[src/sv/lcs_pkg.sv]
// Package for the clipped LCD fill sequencer: field widths, bus command bytes,
// status, shape and register codes, and the byte-phase enum of the sequencer.
// No dependencies.
package lcs_pkg;

    localparam int DEF_MAX_DIM = 1024;

    localparam int CFG_W     = 11;
    localparam int CFG_IDX_W = 1;
    localparam int POS_W     = 16;
    localparam int COLOR_W   = 16;
    localparam int SHAPE_W   = 3;
    localparam int STATUS_W  = 2;
    localparam int BYTE_W    = 8;

    // signed width that holds x + span - 1 for any 16-bit operands
    localparam int CALC_W = 18;

    localparam logic [CFG_W-1:0] SCREEN_W_RESET = 11'd320;
    localparam logic [CFG_W-1:0] SCREEN_H_RESET = 11'd480;

    localparam logic [BYTE_W-1:0] CMD_COLUMN = 8'h2A;
    localparam logic [BYTE_W-1:0] CMD_PAGE   = 8'h2B;
    localparam logic [BYTE_W-1:0] CMD_WRITE  = 8'h2C;

    typedef enum logic [CFG_IDX_W-1:0] {
        CFG_SCREEN_WIDTH  = 1'b0,
        CFG_SCREEN_HEIGHT = 1'b1
    } t_cfg_idx;

    typedef enum logic {
        OP_REQUEST = 1'b0,
        OP_TICK    = 1'b1
    } t_op;

    typedef enum logic [SHAPE_W-1:0] {
        SHAPE_PIXEL = 3'd0,
        SHAPE_HLINE = 3'd1,
        SHAPE_VLINE = 3'd2,
        SHAPE_RECT  = 3'd3,
        SHAPE_FULL  = 3'd4
    } t_shape;

    typedef enum logic [STATUS_W-1:0] {
        ST_BYTE    = 2'd0,
        ST_CLIPPED = 2'd1,
        ST_REFUSED = 2'd2
    } t_status;

    typedef enum logic [3:0] {
        PH_CMD_COL,
        PH_XS_HI,
        PH_XS_LO,
        PH_XE_HI,
        PH_XE_LO,
        PH_CMD_PAGE,
        PH_YS_HI,
        PH_YS_LO,
        PH_YE_HI,
        PH_YE_LO,
        PH_CMD_WRITE,
        PH_DATA
    } t_phase;

endpackage

[src/sv/lcs_req_if.sv]
// Request channel of the clipped LCD fill sequencer: valid/ready plus payload.
// Depends on lcs_pkg.
interface lcs_req_if import lcs_pkg::*; ();
    logic                      valid;
    logic                      ready;
    logic                      operation;
    logic [SHAPE_W-1:0]        shape;
    logic signed [POS_W-1:0]   x_pos;
    logic signed [POS_W-1:0]   y_pos;
    logic signed [POS_W-1:0]   span_x;
    logic signed [POS_W-1:0]   span_y;
    logic [COLOR_W-1:0]        color;

    modport source (output valid, operation, shape, x_pos, y_pos, span_x, span_y, color,
                    input ready);
    modport sink   (input valid, operation, shape, x_pos, y_pos, span_x, span_y, color,
                    output ready);
endinterface

[src/sv/lcs_rsp_if.sv]
// Result channel of the clipped LCD fill sequencer: valid/ready plus payload.
// Depends on lcs_pkg.
interface lcs_rsp_if import lcs_pkg::*; ();
    logic                  valid;
    logic                  ready;
    logic [STATUS_W-1:0]   status;
    logic [BYTE_W-1:0]     bus_byte;
    logic                  is_command;
    logic                  last;

    modport source (output valid, status, bus_byte, is_command, last, input ready);
    modport sink   (input valid, status, bus_byte, is_command, last, output ready);
endinterface

[src/sv/lcd_clipped_fill_sequencer_core.sv]
// Clipped rectangle fill sequencer for an 8-bit 8080-style LCD bus.
// A transaction waits in the input register, and its result then in the result register.
// Throughput: one transaction per cycle unless the result port stalls; clip, window
// load and byte select sit between the input register and the result register, the
// pixel count runs as column/row counters. Reset (synchronous, active low) clears the
// sequencer and both registers' valid bits and sets the screen size to 320 x 480.
module lcd_clipped_fill_sequencer_core
    import lcs_pkg::*;
#(
    parameter int MAX_DIM = DEF_MAX_DIM
) (
    input  logic                  i_clk,
    input  logic                  i_rst_n,
    lcs_req_if.sink               i_req,
    lcs_rsp_if.source             o_rsp,
    input  logic                  i_cfg_we,
    input  logic [CFG_IDX_W-1:0]  i_cfg_idx,
    input  logic [CFG_W-1:0]      i_cfg_data
);

    localparam int CW = $clog2(MAX_DIM);   // window coordinate width
    localparam int DW = CW + 1;            // column/row count width

    // ---------------- configuration ----------------
    logic [CFG_W-1:0] r_screen_w;
    logic [CFG_W-1:0] r_screen_h;

    always_ff @(posedge i_clk) begin
        if (!i_rst_n) begin
            r_screen_w <= SCREEN_W_RESET;
            r_screen_h <= SCREEN_H_RESET;
        end else if (i_cfg_we) begin
            case (i_cfg_idx)
                CFG_SCREEN_WIDTH:  r_screen_w <= i_cfg_data;
                CFG_SCREEN_HEIGHT: r_screen_h <= i_cfg_data;
                default: ;
            endcase
        end
    end

    // ---------------- input register ----------------
    logic                     r_in_valid;
    logic                     r_in_op;
    logic [SHAPE_W-1:0]       r_in_shape;
    logic signed [POS_W-1:0]  r_in_x;
    logic signed [POS_W-1:0]  r_in_y;
    logic signed [POS_W-1:0]  r_in_sx;
    logic signed [POS_W-1:0]  r_in_sy;
    logic [COLOR_W-1:0]       r_in_color;

    logic r_out_valid;
    logic w_adv;
    logic w_step;

    assign w_adv       = !r_out_valid || o_rsp.ready;
    assign i_req.ready = !r_in_valid || w_adv;
    assign w_step      = r_in_valid && w_adv;

    always_ff @(posedge i_clk) begin
        if (!i_rst_n) begin
            r_in_valid <= 1'b0;
        end else if (i_req.ready) begin
            r_in_valid <= i_req.valid;
        end
    end

    always_ff @(posedge i_clk) begin
        if (i_req.valid && i_req.ready) begin
            r_in_op    <= i_req.operation;
            r_in_shape <= i_req.shape;
            r_in_x     <= i_req.x_pos;
            r_in_y     <= i_req.y_pos;
            r_in_sx    <= i_req.span_x;
            r_in_sy    <= i_req.span_y;
            r_in_color <= i_req.color;
        end
    end

    // ---------------- clipping ----------------
    function automatic logic signed [CALC_W-1:0] dim_clamp(input logic [CFG_W-1:0] v);
        logic signed [CALC_W-1:0] s;
        s = signed'(CALC_W'(v));
        if (v == '0) begin
            return CALC_W'(1);
        end else if (s > CALC_W'(MAX_DIM)) begin
            return CALC_W'(MAX_DIM);
        end
        return s;
    endfunction

    logic signed [CALC_W-1:0] w_w, w_h, w_x, w_y, w_sx, w_sy;
    logic signed [CALC_W-1:0] w_x_end, w_yl_end, w_y_end;
    logic signed [CALC_W-1:0] w_xs, w_xe, w_ys, w_ye, w_cols, w_rows;
    logic                     w_hit;

    always_comb begin
        w_w      = dim_clamp(r_screen_w);
        w_h      = dim_clamp(r_screen_h);
        w_x      = CALC_W'(r_in_x);
        w_y      = CALC_W'(r_in_y);
        w_sx     = CALC_W'(r_in_sx);
        w_sy     = CALC_W'(r_in_sy);
        w_x_end  = w_x + w_sx - CALC_W'(1);
        w_yl_end = w_y + w_sx - CALC_W'(1);
        w_y_end  = w_y + w_sy - CALC_W'(1);

        w_hit  = 1'b0;
        w_xs   = '0;
        w_xe   = '0;
        w_ys   = '0;
        w_ye   = '0;
        w_cols = CALC_W'(1);
        w_rows = CALC_W'(1);
        case (r_in_shape)
            SHAPE_PIXEL: begin
                w_hit = (w_x >= 0) && (w_y >= 0) && (w_x < w_w) && (w_y < w_h);
                w_xs  = w_x;
                w_ys  = w_y;
                w_xe  = w_w - CALC_W'(1);
                w_ye  = w_h - CALC_W'(1);
            end
            SHAPE_HLINE: begin
                w_hit  = (w_sx > 0) && (w_y >= 0) && (w_y < w_h) && (w_x < w_w)
                         && (w_x_end >= 0);
                w_xs   = (w_x > 0) ? w_x : '0;
                w_xe   = (w_x_end < w_w) ? w_x_end : w_w - CALC_W'(1);
                w_ys   = w_y;
                w_ye   = w_y;
                w_cols = w_xe - w_xs + CALC_W'(1);
            end
            SHAPE_VLINE: begin
                w_hit  = (w_sx > 0) && (w_x >= 0) && (w_x < w_w) && (w_y < w_h)
                         && (w_yl_end >= 0);
                w_ys   = (w_y > 0) ? w_y : '0;
                w_ye   = (w_yl_end < w_h) ? w_yl_end : w_h - CALC_W'(1);
                w_xs   = w_x;
                w_xe   = w_x;
                w_rows = w_ye - w_ys + CALC_W'(1);
            end
            SHAPE_RECT: begin
                w_hit  = (w_sx > 0) && (w_sy > 0) && (w_x < w_w) && (w_y < w_h)
                         && (w_x_end >= 0) && (w_y_end >= 0);
                w_xs   = (w_x > 0) ? w_x : '0;
                w_xe   = (w_x_end < w_w) ? w_x_end : w_w - CALC_W'(1);
                w_ys   = (w_y > 0) ? w_y : '0;
                w_ye   = (w_y_end < w_h) ? w_y_end : w_h - CALC_W'(1);
                w_cols = w_xe - w_xs + CALC_W'(1);
                w_rows = w_ye - w_ys + CALC_W'(1);
            end
            SHAPE_FULL: begin
                w_hit  = 1'b1;
                w_xe   = w_w - CALC_W'(1);
                w_ye   = w_h - CALC_W'(1);
                w_cols = w_w;
                w_rows = w_h;
            end
            default: w_hit = 1'b0;
        endcase
    end

    // ---------------- sequencer state ----------------
    logic                r_busy, n_busy;
    t_phase              r_phase, n_phase;
    logic [CW-1:0]       r_xs, r_xe, r_ys, r_ye, n_xs, n_xe, n_ys, n_ye;
    logic [DW-1:0]       r_cols_reload, n_cols_reload;
    logic [DW-1:0]       r_cols_left, n_cols_left;
    logic [DW-1:0]       r_rows_left, n_rows_left;
    logic [COLOR_W-1:0]  r_color, n_color;
    logic                r_low_next, n_low_next;
    logic                w_last_pixel;

    assign w_last_pixel = (r_cols_left == DW'(1)) && (r_rows_left == DW'(1));

    // next state
    always_comb begin
        n_busy        = r_busy;
        n_phase       = r_phase;
        n_xs          = r_xs;
        n_xe          = r_xe;
        n_ys          = r_ys;
        n_ye          = r_ye;
        n_cols_reload = r_cols_reload;
        n_cols_left   = r_cols_left;
        n_rows_left   = r_rows_left;
        n_color       = r_color;
        n_low_next    = r_low_next;
        if (w_step) begin
            if (r_in_op == OP_REQUEST) begin
                if (!r_busy && w_hit) begin
                    n_busy        = 1'b1;
                    n_phase       = PH_CMD_COL;
                    n_xs          = w_xs[CW-1:0];
                    n_xe          = w_xe[CW-1:0];
                    n_ys          = w_ys[CW-1:0];
                    n_ye          = w_ye[CW-1:0];
                    n_cols_reload = w_cols[DW-1:0];
                    n_cols_left   = w_cols[DW-1:0];
                    n_rows_left   = w_rows[DW-1:0];
                    n_color       = r_in_color;
                    n_low_next    = 1'b0;
                end
            end else if (r_busy) begin
                if (r_phase != PH_DATA) begin
                    n_phase = t_phase'(r_phase + 4'd1);
                end else if (!r_low_next) begin
                    n_low_next = 1'b1;
                end else begin
                    n_low_next = 1'b0;
                    if (w_last_pixel) begin
                        n_busy  = 1'b0;
                        n_phase = PH_CMD_COL;
                    end else if (r_cols_left == DW'(1)) begin
                        // wrap to the next row of the window
                        n_cols_left = r_cols_reload;
                        n_rows_left = r_rows_left - DW'(1);
                    end else begin
                        n_cols_left = r_cols_left - DW'(1);
                    end
                end
            end
        end
    end

    always_ff @(posedge i_clk) begin
        if (!i_rst_n) begin
            r_busy     <= 1'b0;
            r_phase    <= PH_CMD_COL;
            r_low_next <= 1'b0;
        end else begin
            r_busy     <= n_busy;
            r_phase    <= n_phase;
            r_low_next <= n_low_next;
        end
    end

    always_ff @(posedge i_clk) begin
        r_xs          <= n_xs;
        r_xe          <= n_xe;
        r_ys          <= n_ys;
        r_ye          <= n_ye;
        r_cols_reload <= n_cols_reload;
        r_cols_left   <= n_cols_left;
        r_rows_left   <= n_rows_left;
        r_color       <= n_color;
    end

    // ---------------- result selection ----------------
    logic                 n_out_valid;
    logic [STATUS_W-1:0]  r_out_status, n_out_status;
    logic [BYTE_W-1:0]    r_out_byte, n_out_byte;
    logic                 r_out_cmd, n_out_cmd;
    logic                 r_out_last, n_out_last;
    logic [15:0]          w_xs16, w_xe16, w_ys16, w_ye16;

    assign w_xs16 = 16'(r_xs);
    assign w_xe16 = 16'(r_xe);
    assign w_ys16 = 16'(r_ys);
    assign w_ye16 = 16'(r_ye);

    always_comb begin
        n_out_valid  = 1'b0;
        n_out_status = ST_BYTE;
        n_out_byte   = '0;
        n_out_cmd    = 1'b0;
        n_out_last   = 1'b0;
        if (r_in_op == OP_REQUEST) begin
            if (r_busy) begin
                n_out_valid  = 1'b1;
                n_out_status = ST_REFUSED;
                n_out_last   = 1'b1;
            end else if (!w_hit) begin
                n_out_valid  = 1'b1;
                n_out_status = ST_CLIPPED;
                n_out_last   = 1'b1;
            end
        end else if (r_busy) begin
            n_out_valid = 1'b1;
            case (r_phase)
                PH_CMD_COL:   begin n_out_byte = CMD_COLUMN; n_out_cmd = 1'b1; end
                PH_XS_HI:     n_out_byte = w_xs16[15:8];
                PH_XS_LO:     n_out_byte = w_xs16[7:0];
                PH_XE_HI:     n_out_byte = w_xe16[15:8];
                PH_XE_LO:     n_out_byte = w_xe16[7:0];
                PH_CMD_PAGE:  begin n_out_byte = CMD_PAGE; n_out_cmd = 1'b1; end
                PH_YS_HI:     n_out_byte = w_ys16[15:8];
                PH_YS_LO:     n_out_byte = w_ys16[7:0];
                PH_YE_HI:     n_out_byte = w_ye16[15:8];
                PH_YE_LO:     n_out_byte = w_ye16[7:0];
                PH_CMD_WRITE: begin n_out_byte = CMD_WRITE; n_out_cmd = 1'b1; end
                PH_DATA: begin
                    n_out_byte = r_low_next ? r_color[7:0] : r_color[15:8];
                    n_out_last = r_low_next && w_last_pixel;
                end
                default: n_out_byte = '0;
            endcase
        end
    end

    always_ff @(posedge i_clk) begin
        if (!i_rst_n) begin
            r_out_valid <= 1'b0;
        end else if (w_adv) begin
            r_out_valid <= w_step && n_out_valid;
        end
    end

    always_ff @(posedge i_clk) begin
        if (w_adv) begin
            r_out_status <= n_out_status;
            r_out_byte   <= n_out_byte;
            r_out_cmd    <= n_out_cmd;
            r_out_last   <= n_out_last;
        end
    end

    assign o_rsp.valid      = r_out_valid;
    assign o_rsp.status     = r_out_status;
    assign o_rsp.bus_byte   = r_out_byte;
    assign o_rsp.is_command = r_out_cmd;
    assign o_rsp.last       = r_out_last;

    // ---------------- assertions ----------------
    a_status_only_shape: assert property (@(posedge i_clk) disable iff (!i_rst_n)
        r_out_valid && (r_out_status != ST_BYTE)
        |-> r_out_last && !r_out_cmd && (r_out_byte == '0))
        else $error("status-only result carries byte fields");

    a_idle_phase: assert property (@(posedge i_clk) disable iff (!i_rst_n)
        !r_busy |-> (r_phase == PH_CMD_COL) && !r_low_next)
        else $error("sequencer idle with stale phase");

    a_counts_nonzero: assert property (@(posedge i_clk) disable iff (!i_rst_n)
        r_busy |-> (r_cols_left != '0) && (r_rows_left != '0))
        else $error("busy with empty pixel count");

    a_done_drops_busy: assert property (@(posedge i_clk) disable iff (!i_rst_n)
        w_step && (r_in_op == OP_TICK) && r_busy && (r_phase == PH_DATA)
        && r_low_next && w_last_pixel |=> !r_busy && r_out_valid && r_out_last)
        else $error("final pixel did not end the sequence");

    a_low_only_in_data: assert property (@(posedge i_clk) disable iff (!i_rst_n)
        r_low_next |-> r_busy && (r_phase == PH_DATA))
        else $error("low byte pending outside data phase");

endmodule

[src/flat_wrapper.sv]
// flat-port wrapper written by rule: the top's interface ports become plain ports
module lcd_clipped_fill_sequencer_core_flat import lcs_pkg::*;
#(
    parameter int MAX_DIM = DEF_MAX_DIM
)
  (i_clk, i_rst_n, i_cfg_we, i_cfg_idx, i_cfg_data, i_req_valid, i_req_operation, i_req_shape, i_req_x_pos, i_req_y_pos, i_req_span_x, i_req_span_y, i_req_color, i_req_ready, o_rsp_valid, o_rsp_status, o_rsp_bus_byte, o_rsp_is_command, o_rsp_last, o_rsp_ready);
  lcs_req_if i_req_i ();
  lcs_rsp_if o_rsp_i ();
  input  logic i_clk;
  input  logic i_rst_n;
  input  logic i_cfg_we;
  input  logic [CFG_IDX_W-1:0] i_cfg_idx;
  input  logic [CFG_W-1:0] i_cfg_data;
  input wire logic [$bits(i_req_i.valid)-1:0] i_req_valid;
  input wire logic [$bits(i_req_i.operation)-1:0] i_req_operation;
  input wire logic [$bits(i_req_i.shape)-1:0] i_req_shape;
  input wire logic [$bits(i_req_i.x_pos)-1:0] i_req_x_pos;
  input wire logic [$bits(i_req_i.y_pos)-1:0] i_req_y_pos;
  input wire logic [$bits(i_req_i.span_x)-1:0] i_req_span_x;
  input wire logic [$bits(i_req_i.span_y)-1:0] i_req_span_y;
  input wire logic [$bits(i_req_i.color)-1:0] i_req_color;
  output wire logic [$bits(i_req_i.ready)-1:0] i_req_ready;
  output wire logic [$bits(o_rsp_i.valid)-1:0] o_rsp_valid;
  output wire logic [$bits(o_rsp_i.status)-1:0] o_rsp_status;
  output wire logic [$bits(o_rsp_i.bus_byte)-1:0] o_rsp_bus_byte;
  output wire logic [$bits(o_rsp_i.is_command)-1:0] o_rsp_is_command;
  output wire logic [$bits(o_rsp_i.last)-1:0] o_rsp_last;
  input wire logic [$bits(o_rsp_i.ready)-1:0] o_rsp_ready;
  assign i_req_i.valid = i_req_valid;
  assign i_req_i.operation = i_req_operation;
  assign i_req_i.shape = i_req_shape;
  assign i_req_i.x_pos = i_req_x_pos;
  assign i_req_i.y_pos = i_req_y_pos;
  assign i_req_i.span_x = i_req_span_x;
  assign i_req_i.span_y = i_req_span_y;
  assign i_req_i.color = i_req_color;
  assign i_req_ready = i_req_i.ready;
  assign o_rsp_valid = o_rsp_i.valid;
  assign o_rsp_status = o_rsp_i.status;
  assign o_rsp_bus_byte = o_rsp_i.bus_byte;
  assign o_rsp_is_command = o_rsp_i.is_command;
  assign o_rsp_last = o_rsp_i.last;
  assign o_rsp_i.ready = o_rsp_ready;
  lcd_clipped_fill_sequencer_core #(.MAX_DIM(MAX_DIM)) u_core (.i_clk(i_clk), .i_rst_n(i_rst_n), .i_req(i_req_i), .o_rsp(o_rsp_i), .i_cfg_we(i_cfg_we), .i_cfg_idx(i_cfg_idx), .i_cfg_data(i_cfg_data));
endmodule
[config.mk]
export PLATFORM = sky130hd
export DESIGN_NAME = lcd_clipped_fill_sequencer_core_flat
export DESIGN_NICKNAME = d
export VERILOG_FILES = /design/src/sv/lcs_pkg.sv /design/src/sv/lcs_req_if.sv /design/src/sv/lcs_rsp_if.sv /design/src/sv/lcd_clipped_fill_sequencer_core.sv /design/src/flat_wrapper.sv
export SDC_FILE = /design/constraint.sdc
export NUM_CORES = 1
export LEC_CHECK = 0
export BUFFER_PORTS_ARGS = -buffer_cell sky130_fd_sc_hd__buf_4
export CAP_MARGIN = 20
export CORE_MARGIN = 3
export CORE_UTILIZATION = 50
export DETAILED_ROUTE_END_ITERATION = 10
export PLACE_DENSITY_LB_ADDON = 0.25
export SLEW_MARGIN = 5
export SYNTH_ARGS = -nofsm -noshare
export SYNTH_HDL_FRONTEND = slang
export SYNTH_SLANG_ARGS = --single-unit
[constraint.sdc]
create_clock -name i_clk -period 9.63 [get_ports i_clk]
set_clock_uncertainty 0.1 [all_clocks]
set_input_delay 0.963 -clock i_clk [delete_from_list [all_inputs] [get_ports i_clk]]
set_output_delay 0.963 -clock i_clk [all_outputs]
set_load 0.01 [all_outputs]
==> results.toml <==
[floorplan]
fp-row-count = 65
io_pins = 115
initial_core_util = 0.511
die_h_um = 186
core_mm2 = 0.0318
dieArea_mm2 = 0.0347
dieWidth_um = 186

[final_layout]
finalNonFillerCells = 2291
n_fill_cell = 2792
nets = 2154
layout-drive-gt1-share = 0.114
num_antenna_cells = 0
final_area_mm2 = 0.0184
multi_input_area_mm2 = 0.00911
final_util = 0.578
areaGrowthSynthToFinish_pct = 13.0
regArea_mm2 = 0.00616

[yosys]
syn_avg_cell_area_um2 = 9.38
synth-seq-area-share = 0.379
synth-seq-cells = 215
synthTopCellsByArea = "edfxtp_1, ha_1, inv_1, nand2_1, dfxtp_1"
synthFlopType = "edfxtp_1"
yosysTopAreaCellShare = 0.342
synth_edf_count = 185
ys_types = 87
synth.net_count = 2050
synthesis.area_mm2 = 0.0163
yosys_warnings = 0
async_flop_share = 0
synth_top_area_cell = "edfxtp_1"
synthCells = 1733

[routing]
wl_mm = 47.6
drt-pass1-iter-count = 7
vias = 13500
wl_per_cell_um = 20.8
ant_nets = 0
drtIter0Drc = 1199
drc = 0
viasPerCell = 5.90

[placed_design]
hpwlAfterDp_mm = 38.0
placedInstanceArea_mm2 = 0.0175
port_buffers = 114
place_inst = 2243
gp_congestion = 0.968

[clock_tree]
path_clk_slew_ns = 0.06
clock_path_buffers = 3
post-cts-setup-buffers = 0
clock_latency_ns = 0.56
cts_sinks = 215
htreeDepth = 1
root_buffer = "clkbuf_16"
hold_buffers = 0
cts_tree = "built"
tritoncts.num_buffers = 25
ctsResizeCount = 0

[critical_path]
crit_required_ns = 9.90
path_delay_family = "compound AO/OA/AOI/OAI gates"
max_stage_delay_ns = 0.74
path_depth = 33
path_max_fanout = 12
reg2reg_setup_slack_ns = 1.87
cp-end-kind = "register"
r2r_start = "u_core.r_in_y[1]$_DFFE_PP_"
start_kind = "register"
cpMostUsedCell = "ha_1"
rr_worst_depth = 33
cp_data_arrival_time_ns = 8.04
cp-startpoint = "u_core.r_in_y[1]$_DFFE_PP_"
critPathKind = "reg2reg"
critPathSlowestCell = "o21ai_2"
worst-path-buf-inv = 4

[sta]
slew_headroom = 0.307
holdWs_ns = 0.318
worst_slew_pin_slew_ns = 1.04
max_freq_mhz = 129
maxSlewViolCount = 0
rsz0062_at_grt = "false"
tns_ns = 0
min_period_ns = 7.76
setup_viol = 0
finalHoldViolations = 0
fin_crit_sh = 0.806

[run_status]
status = "completed"

[min_path]
hp-class = "reg2reg"
worstHoldStart = "u_core.r_in_color[12]$_DFFE_PP_"
hold_depth = 0

[grt]
antenna_found_initial = 0
grt_max_degree = 54
grt_usage = 0.266
grt_pass1_vias = 13200
grt_pass1_wl_mm = 73.2
overflow = 0

[power]
ir_worst_vdd_mv = 0.151
p_leak_uw = 0.00778
powerDensity_mw_per_mm2 = 182

[job]
maxCapViolations = 0
==> registers in the layout (all words and copies together), names as in the netlist, 2 cells and up <==
name,count
u_core.r_rows_left,11
u_core.r_cols_left,11
u_core.o_rsp.bus_byte,8
u_core.r_ys,10
u_core.o_rsp.status,2
u_core.r_ye,10
u_core.r_in_sy,16
u_core.r_in_color,16
u_core.r_screen_h,11
u_core.r_in_y,16
u_core.r_color,16
u_core.r_xe,10
u_core.r_in_sx,16
u_core.r_cols_reload,11
u_core.r_xs,10
u_core.r_phase,4
u_core.r_in_x,16
u_core.r_screen_w,11
u_core.r_in_shape,3
==> cells in the mapped netlist, drive strengths merged, types with 7 or more instances <==
cell    number
mux2i       25
xor2        22
nand3       31
a21boi      26
o21a        15
nor4        21
mux2        19
edfxtp     185
nand2b      10
a31oi       15
o31ai       12
nor3        36
nor2b       18
xnor2       49
and2        27
a21oi       98
a32oi        8
o22ai       28
a211oi      19
nor3b        7
o21ai       92
o211ai       9
or3          8
nor2       122
a22oi       15
nand4       14
clkbuf      36
buf         11
a21o        29
o41ai        7
dfxtp       30
nand2      175
inv        214
ha         210
==> where the power goes <==
part	total (uW)	switching, uW	internal, uW
sequential	1090	36.5	1060
combinational	1300	749	550
clock	962	402	561
total	3350	1190	2170
==> worst register-to-register path: cells and delay by family (launching register included) <==
| kind | cells | cell delay, ns |
|---|---|---|
| flip-flops | 1 | 0.41 |
| XOR/XNOR | 1 | 0.23 |
| AND/OR/NAND/NOR | 6 | 0.60 |
| buffers and inverters | 4 | 0.29 |
| multiplexers | 1 | 0.42 |
| adder cells (fa/ha/maj) | 7 | 2.10 |
| AO/OA/AOI/OAI | 14 | 3.45 |
==> stage by stage <==
| step | power, uW | setup slack (ns) |
|---|---|---|
| 5_1_grt | 3550 | 1.17 |
| 6_report | 3350 | 1.87 |
| 3_3_place_gp | 2350 | 2.14 |
| 2_1_floorplan | 2030 | 1.50 |
| 4_1_cts | 3350 | 1.96 |
| 3_5_place_dp | 2380 | 1.98 |
==> cells by family after synthesis <==
family                   after synthesis  share of synthesized area
AO/OA/AOI/OAI                        430                      0.178
buffers and inverters                262                     0.0621
multiplexers                          44                     0.0295
adder cells (fa/ha/maj)              216                      0.169
XOR/XNOR                              71                     0.0383
flip-flops                           215                      0.379
AND/OR/NAND/NOR                      495                      0.144
==> final timing paths <==
check | end
hold / removal | u_core.r_color[12]$_DFFE_PP_
setup / recovery | u_core.r_rows_left[9]$_DFFE_PP_
hold reg to reg | u_core.r_color[12]$_DFFE_PP_
setup reg to reg | u_core.r_rows_left[9]$_DFFE_PP_
==> layout by cell type, fill, tap and decap left out, types with 6 or more instances in the layout <==
| cell | synthesis | final |
|---|---|---|
| inv_1 | 212 | 212 |
| ha_1 | 210 | 210 |
| edfxtp_1 | 185 | 185 |
| nand2_1 | 175 | 175 |
| buf_4 | 1 | 123 |
| nor2_1 | 122 | 121 |
| a21oi_1 | 96 | 96 |
| o21ai_0 | 76 | 76 |
| xnor2_1 | 49 | 49 |
| nor3_1 | 35 | 34 |
| nand3_1 | 31 | 31 |
| dfxtp_1 | 30 | 30 |
| a21o_1 | 29 | 29 |
| and2_1 | 27 | 26 |
| mux2i_1 | 25 | 25 |
| o22ai_1 | 25 | 25 |
| a21boi_0 | 25 | 25 |
| clkbuf_16 | 0 | 25 |
| xor2_1 | 22 | 22 |
| a211oi_1 | 19 | 19 |
| nor2b_1 | 18 | 18 |
| nor4_1 | 18 | 18 |
| o21ai_1 | 15 | 15 |
| mux2_2 | 15 | 15 |
| a22oi_1 | 15 | 15 |
| a31oi_1 | 14 | 14 |
| o21a_1 | 14 | 14 |
| nand4_1 | 14 | 14 |
| o31ai_1 | 11 | 11 |
| nand2b_1 | 10 | 10 |
| o211ai_1 | 9 | 9 |
| or3_1 | 8 | 8 |
| a32oi_1 | 8 | 8 |
| nor3b_1 | 7 | 7 |
| o41ai_1 | 6 | 6 |
| and3_1 | 6 | 6 |
| a221o_1 | 6 | 6 |
| fa_1 | 6 | 6 |
| clkinv_2 | 0 | 6 |
==> area by class of cell <==
cell class                 count  area share
inverter                     215      0.0439
sequential                   215       0.335
timing repair buffer         124      0.0505
multi-input combinational   1256       0.496
clock buffer                  28      0.0347
clock inverter                18      0.0103
tap                          435      0.0296
==> metal layers <==
metal | GRT usage | vias to the layer above | wire (um)
li1 | - | 6490 | -
met1 | 0.361 | 6361 | 20700
met2 | 0.428 | 532 | 21400
met3 | 0.0400 | 131 | 3320
met4 | 0.111 | 0 | 2230
met5 | 0 | - | 0
No activity file was read; power rests on OpenSTA's default activity.
